File: src/rtl/rm2q_pkg.sv
// shared constants, types and codes for the rotation matrix to quaternion pipeline
package rm2q_pkg;

	localparam int FRAC_BITS = 14;
	localparam int ELEM_W    = 16;
	localparam int NLANE     = 3;

	// positive radicand magnitude, and a signed width that also holds the negative cases
	localparam int RAD_W  = $clog2(3 * 32768 + (1 << FRAC_BITS) + 1);
	localparam int RADS_W = RAD_W + 1;
	localparam int SQ_W   = RAD_W + FRAC_BITS;
	localparam int ROOT_W = (SQ_W + 1) / 2;
	localparam int SQX_W  = 2 * ROOT_W;
	localparam int SREM_W = ROOT_W + 2;

	localparam int D_W    = ELEM_W + 1;
	localparam int MAG_W  = ELEM_W + 1;
	localparam int NUM_W  = MAG_W + FRAC_BITS + 1;
	localparam int QB     = ELEM_W;
	localparam int DEN_W  = ROOT_W + 1;
	localparam int REM_W  = (NUM_W > DEN_W + QB) ? NUM_W : DEN_W + QB;
	localparam int HX_W   = ROOT_W + ELEM_W;

	typedef logic signed [ELEM_W-1:0] elem_t;
	typedef logic signed [RADS_W-1:0] rads_t;
	typedef logic [RAD_W-1:0]         rad_t;
	typedef logic [SQX_W-1:0]         sqx_t;
	typedef logic [SREM_W-1:0]        srem_t;
	typedef logic [ROOT_W-1:0]        root_t;
	typedef logic signed [D_W-1:0]    d_t;
	typedef logic [MAG_W-1:0]         mag_t;
	typedef logic [DEN_W-1:0]         den_t;
	typedef logic [REM_W-1:0]         rem_t;
	typedef logic [QB-1:0]            q_t;
	typedef logic [HX_W-1:0]          hx_t;

	localparam rads_t ONE_R   = rads_t'(1) << FRAC_BITS;
	localparam logic [ELEM_W-1:0] SAT_POS = {1'b0, {(ELEM_W-1){1'b1}}};
	localparam logic [ELEM_W-1:0] SAT_NEG = {1'b1, {(ELEM_W-1){1'b0}}};

	// quaternion component codes: which one comes from the square root
	typedef enum logic [1:0] {
		COMP_W = 2'd0,
		COMP_X = 2'd1,
		COMP_Y = 2'd2,
		COMP_Z = 2'd3
	} comp_t;

	// the three non-root components, in ascending component order
	typedef struct packed {
		logic [NLANE-1:0][D_W-1:0] d;
		comp_t                     slot;
		logic                      bad;
	} side_t;

endpackage

File: src/rtl/rm2q_sqrt.sv
// pipelined digit-by-digit integer square root, one root bit per stage
module rm2q_sqrt (
	input  logic            clk,
	input  logic            arst_n,
	input  logic            adv,
	input  logic            v_i,
	input  rm2q_pkg::rad_t  rad_i,
	input  rm2q_pkg::side_t side_i,
	output logic            v_o,
	output rm2q_pkg::root_t root_o,
	output rm2q_pkg::side_t side_o
);

	rm2q_pkg::sqx_t  x_s    [0:rm2q_pkg::ROOT_W];
	rm2q_pkg::srem_t rem_s  [0:rm2q_pkg::ROOT_W];
	rm2q_pkg::root_t root_s [0:rm2q_pkg::ROOT_W];
	rm2q_pkg::side_t side_s [0:rm2q_pkg::ROOT_W];
	logic            v_s    [0:rm2q_pkg::ROOT_W];

	// radicand carries the extra fraction bits of the root
	assign x_s[0]    = rm2q_pkg::sqx_t'({rad_i, {rm2q_pkg::FRAC_BITS{1'b0}}});
	assign rem_s[0]  = '0;
	assign root_s[0] = '0;
	assign side_s[0] = side_i;
	assign v_s[0]    = v_i;

	for (genvar g = 0; g < rm2q_pkg::ROOT_W; g++) begin : g_step
		rm2q_pkg::srem_t rsh, trial, diff;
		logic            ge;

		assign rsh   = {rem_s[g][rm2q_pkg::ROOT_W-1:0],
			x_s[g][rm2q_pkg::SQX_W-1-2*g -: 2]};
		assign trial = {root_s[g], 2'b01};
		assign ge    = rsh >= trial;
		assign diff  = rsh - trial;

		always_ff @(posedge clk or negedge arst_n) begin
			if (!arst_n) begin
				v_s[g+1] <= 1'b0;
			end else if (adv) begin
				v_s[g+1] <= v_s[g];
			end
		end

		always_ff @(posedge clk) begin
			if (adv) begin
				x_s[g+1]    <= x_s[g];
				rem_s[g+1]  <= ge ? diff : rsh;
				root_s[g+1] <= {root_s[g][rm2q_pkg::ROOT_W-2:0], ge};
				side_s[g+1] <= side_s[g];
			end
		end
	end

	assign v_o    = v_s[rm2q_pkg::ROOT_W];
	assign root_o = root_s[rm2q_pkg::ROOT_W];
	assign side_o = side_s[rm2q_pkg::ROOT_W];

endmodule

File: config.mk
export PLATFORM = sky130hd
export DESIGN_NAME = rm2q_sqrt
export DESIGN_NICKNAME = d
export VERILOG_FILES = /design/src/rtl/rm2q_pkg.sv /design/src/rtl/rm2q_sqrt.sv
export SDC_FILE = /design/constraint.sdc
export NUM_CORES = 1
export LEC_CHECK = 0
export BUFFER_PORTS_ARGS = -buffer_cell sky130_fd_sc_hd__buf_2
export CAP_MARGIN = 25
export CORE_MARGIN = 2
export CORE_UTILIZATION = 63
export DETAILED_ROUTE_END_ITERATION = 8
export PLACE_DENSITY_LB_ADDON = 0.08
export SLEW_MARGIN = 10
export SYNTH_ARGS = -nofsm -noshare
export SYNTH_HDL_FRONTEND = slang
export SYNTH_SLANG_ARGS = --single-unit
File: constraint.sdc
create_clock -name clk -period 5.17 [get_ports clk]
set_input_delay 0.7755 -clock clk [delete_from_list [all_inputs] [get_ports clk]]
set_output_delay 0.7755 -clock clk [all_outputs]
set_load 0.05 [all_outputs]
==> impl_metrics.csv <==
group,metric,value,unit
critical_path,worstReg2RegEnd,"g_step[15].rsh[15]$_DFFE_PP_",
cells_and_area,fin_util,71.4,%
flow_run,maxCapViolCount,0,
critical_path,max_stage_delay,570,ps
timing,timing.final.crit_share,65.2,%
critical_path,crit_slowest_cell,"and2_1",
clock_tree,cts_post_setup_buffers_inserted,0,
placed_design,dpl.hpwl,39100,um
die,ioPinCount,146,
global_routing,antenna_found_initial,1,
synthesis,synth_cells,2637,
min_path,hold_depth,1,
power,vdd_drop_max,357,uV
synthesis,synth_top_cell_area_share,80.2,%
cells_and_area,fin_nets,3067,
die,die_width,280,um
routing,postRouteWirelength,64500,um
synthesis,netlist_top_cells_count,"edfxtp_1, inv_1, ha_1",
timing,worstMarginPinSlew,1050,ps
min_path,holdCritStartpoint,"side_i[13]",
timing,slew-limit-headroom,30.2,%
timing,timing.fmax,297,MHz
timing,skew,52.6,ps
cells_and_area,drive_above_1_share,14.6,%
clock_tree,cts.clk_slew.worst_paths,70,ps
clock_tree,cts_tree,"yes",
synthesis,yosysTopAreaCell,"edfxtp_1",
placed_design,io_buffers,145,
cells_and_area,fillCellCount,4532,
critical_path,crit_fanout,14,
synthesis,synth_flop_cell,"edfxtp_1",
timing,grt_setup_unrepaired,"no",
die,die_y,280,um
synthesis,synth_area,0.0481,mm2
placed_design,dp.cells,3703,
min_path,hold_class,"input pin to flip-flop",
critical_path,crit_chain,"ha_1 -> inv_1 -> fa_1 -> nor2b_1 -> o31a_1 -> o41ai_2 -> a31oi_1 -> nand4_1 -> and2_1 -> mux2_2",
die,start_util,63.5,%
global_routing,grt_use_total,16.6,%
synthesis,synth-edff-count,1284,
critical_path,arrival,3760,ps
critical_path,rr_startpoint,"g_step[14].rsh[2]$_SDFFCE_PP0P_",
timing,setup_viol,0,
placed_design,place.gp.congestion,0.858,
timing,fin_crit,3370,ps
critical_path,r2r_slack,1800,ps
global_routing,grt_max_degree,169,
global_routing,grt_pass1_wl,104000,um
synthesis,seq_area_frac_synth,81.0,%
run_status,status,"finished, final reports clean",
clock_tree,root_buffer,"clkbuf_16",
routing,routedWlPerCell,16.4,um
routing,ant_nets,0,
power,total_power,0.0243,W
routing,via_count,21300,
critical_path,path_class,"flip-flop to flip-flop",
die,core.rowCount,101,
routing,drt_first_pass_iters,5,
die,die_area,0.0785,mm2
power,p_leak,19.8,nW
cells_and_area,syn2layout_area_growth,12.4,%
critical_path,required,5560,ps
clock_tree,cts.sinks,1300,
synthesis,synth_area_leaders,"edfxtp_1, ha_1, inv_1",
global_routing,first_global_vias,21600,
critical_path,critPathLaunchType,"flip-flop",
cells_and_area,n_antenna_cell,0,
timing,holdWs,239,ps
synthesis,synth_nets,2855,
timing,slew_violations,0,
cells_and_area,final_cells,3933,
clock_tree,cts_resized,0,
critical_path,end_kind,"flip-flop",
routing,drc,0,
min_path,hold_path_end,"side_s[823]$_DFFE_PP_",
synthesis,synth.distinct_cells,76,
routing,vias_per_cell,5.40,
die,core,0.0757,mm2
clock_tree,clk_latency,690,ps
synthesis,yosysWarnings,0,
synthesis,async_flop_share,1.23,%
clock_tree,numCtsBuffers,120,
synthesis,synth.most_common_cell,"edfxtp_1",
global_routing,overflow,0,
clock_tree,clock_path_buffers,3,
timing,hold_viol,0,
clock_tree,htreeDepth,3,
synthesis,synth_area_per_cell,18.2,um2
critical_path,r2r_cells,10,
timing,tns,0,ps
routing,first_iter_violations,1334,
power,pwr_density_cell,450,mW/mm2
synthesis,ys_seq_elements,1300,
-- cell type report --
class,count,area (um2),share of cell area (%)
multi-input combinational,1085,7910,14.6
clock buffer,137,3070,5.67
sequential,1300,39000,72.1
tap,978,1220,2.26
inverter,172,646,1.19
clock inverter,91,1180,2.19
timing repair buffer,170,1060,1.95
-- sequential cells by signal (all words and copies together), names as in the netlist --
register      cells
side_s          810
g_step.rsh      228
g_step.trial    120
x_s              56
side_o           54
root_o           16
v_s              15
v_o               1
-- cells by family after synthesis --
logic type	after synthesis	share of synthesized area, %
AOI/OAI and AO/OA	322	4.21
and+or+nand+nor	414	4.36
muxes	64	1.48
xor gates and xnor gates	141	2.58
other	1	0.00780
adders and majority gates	143	3.82
buffers and inverters	252	2.50
DFF	1300	81.0
-- worst max-delay path: cells and delay by family, from the launching register on --
kind            cells  cell delay [ps]
mux                 1              420
fa+ha+maj           2              470
simple gates        3              790
flops               1              430
buf+inv             1               80
compound gates      3              910
-- how the worst max path moves through the flow --
stage | cells past startpoint | endpoint | from | slack (ps)
2_1_floorplan | 12 | g_step[15].rsh[10]$_DFFE_PP_ | g_step[14].rsh[2]$_SDFFCE_PP0P_ | 2350
3_3_place_gp | 10 | g_step[14].rsh[6]$_DFFE_PP_ | g_step[13].trial[2]$_DFFE_PP_ | 1910
3_5_place_dp | 10 | g_step[15].rsh[15]$_DFFE_PP_ | g_step[14].rsh[2]$_SDFFCE_PP0P_ | 1790
4_1_cts | 10 | g_step[15].rsh[15]$_DFFE_PP_ | g_step[14].rsh[2]$_SDFFCE_PP0P_ | 1750
5_1_grt | 10 | g_step[15].rsh[14]$_DFFE_PP_ | g_step[14].rsh[2]$_SDFFCE_PP0P_ | 1610
6_report | 10 | g_step[15].rsh[15]$_DFFE_PP_ | g_step[14].rsh[2]$_SDFFCE_PP0P_ | 1800
-- routing by layer --
metal | global-route usage, % | up-vias | wire, um
met1 | 19.0 | 10400 | 25100
met3 | 2.88 | 145 | 2500
li1 | - | 10400 | -
met4 | 6.66 | 0 | 1860
met2 | 30.8 | 380 | 35100
met5 | 0 | - | 0
-- metrics by stage --
stage                     setup WS, ps  instance area (um2)
after floorplan                   2350                48100
after detailed placement          1790                49800
final                             1800                54000
after global placement            1910                49800
after global routing              1610                54000
after CTS                         1750                54000
-- cell usage in the layout, fill, tap and decap left out, types with 33 or more instances in the layout --
cell type,instances
nand2b_1,33
inv_1,171
nor3_1,40
xnor2_1,73
a21oi_1,102
clkbuf_16,120
mux2_2,54
xor2_1,67
nor2_1,127
nand2_1,77
buf_2,144
o21ai_0,69
ha_1,137
edfxtp_1,1284
-- power by group --
part	internal, W	total (W)	switching, W
Clock	0.00548	0.00922	0.00374
Combinational	0.000875	0.00206	0.00118
Sequential	0.0127	0.0130	0.000373
-- what timing repair did --
| action | CTS | global route |
|---|---|---|
| hold buffers | 1 | 0 |
| endpoints found under the hold margin | 16 | 0 |
| endpoints found under the setup margin | 0 | 0 |
Note: power is estimated with default switching activity, not from simulation.
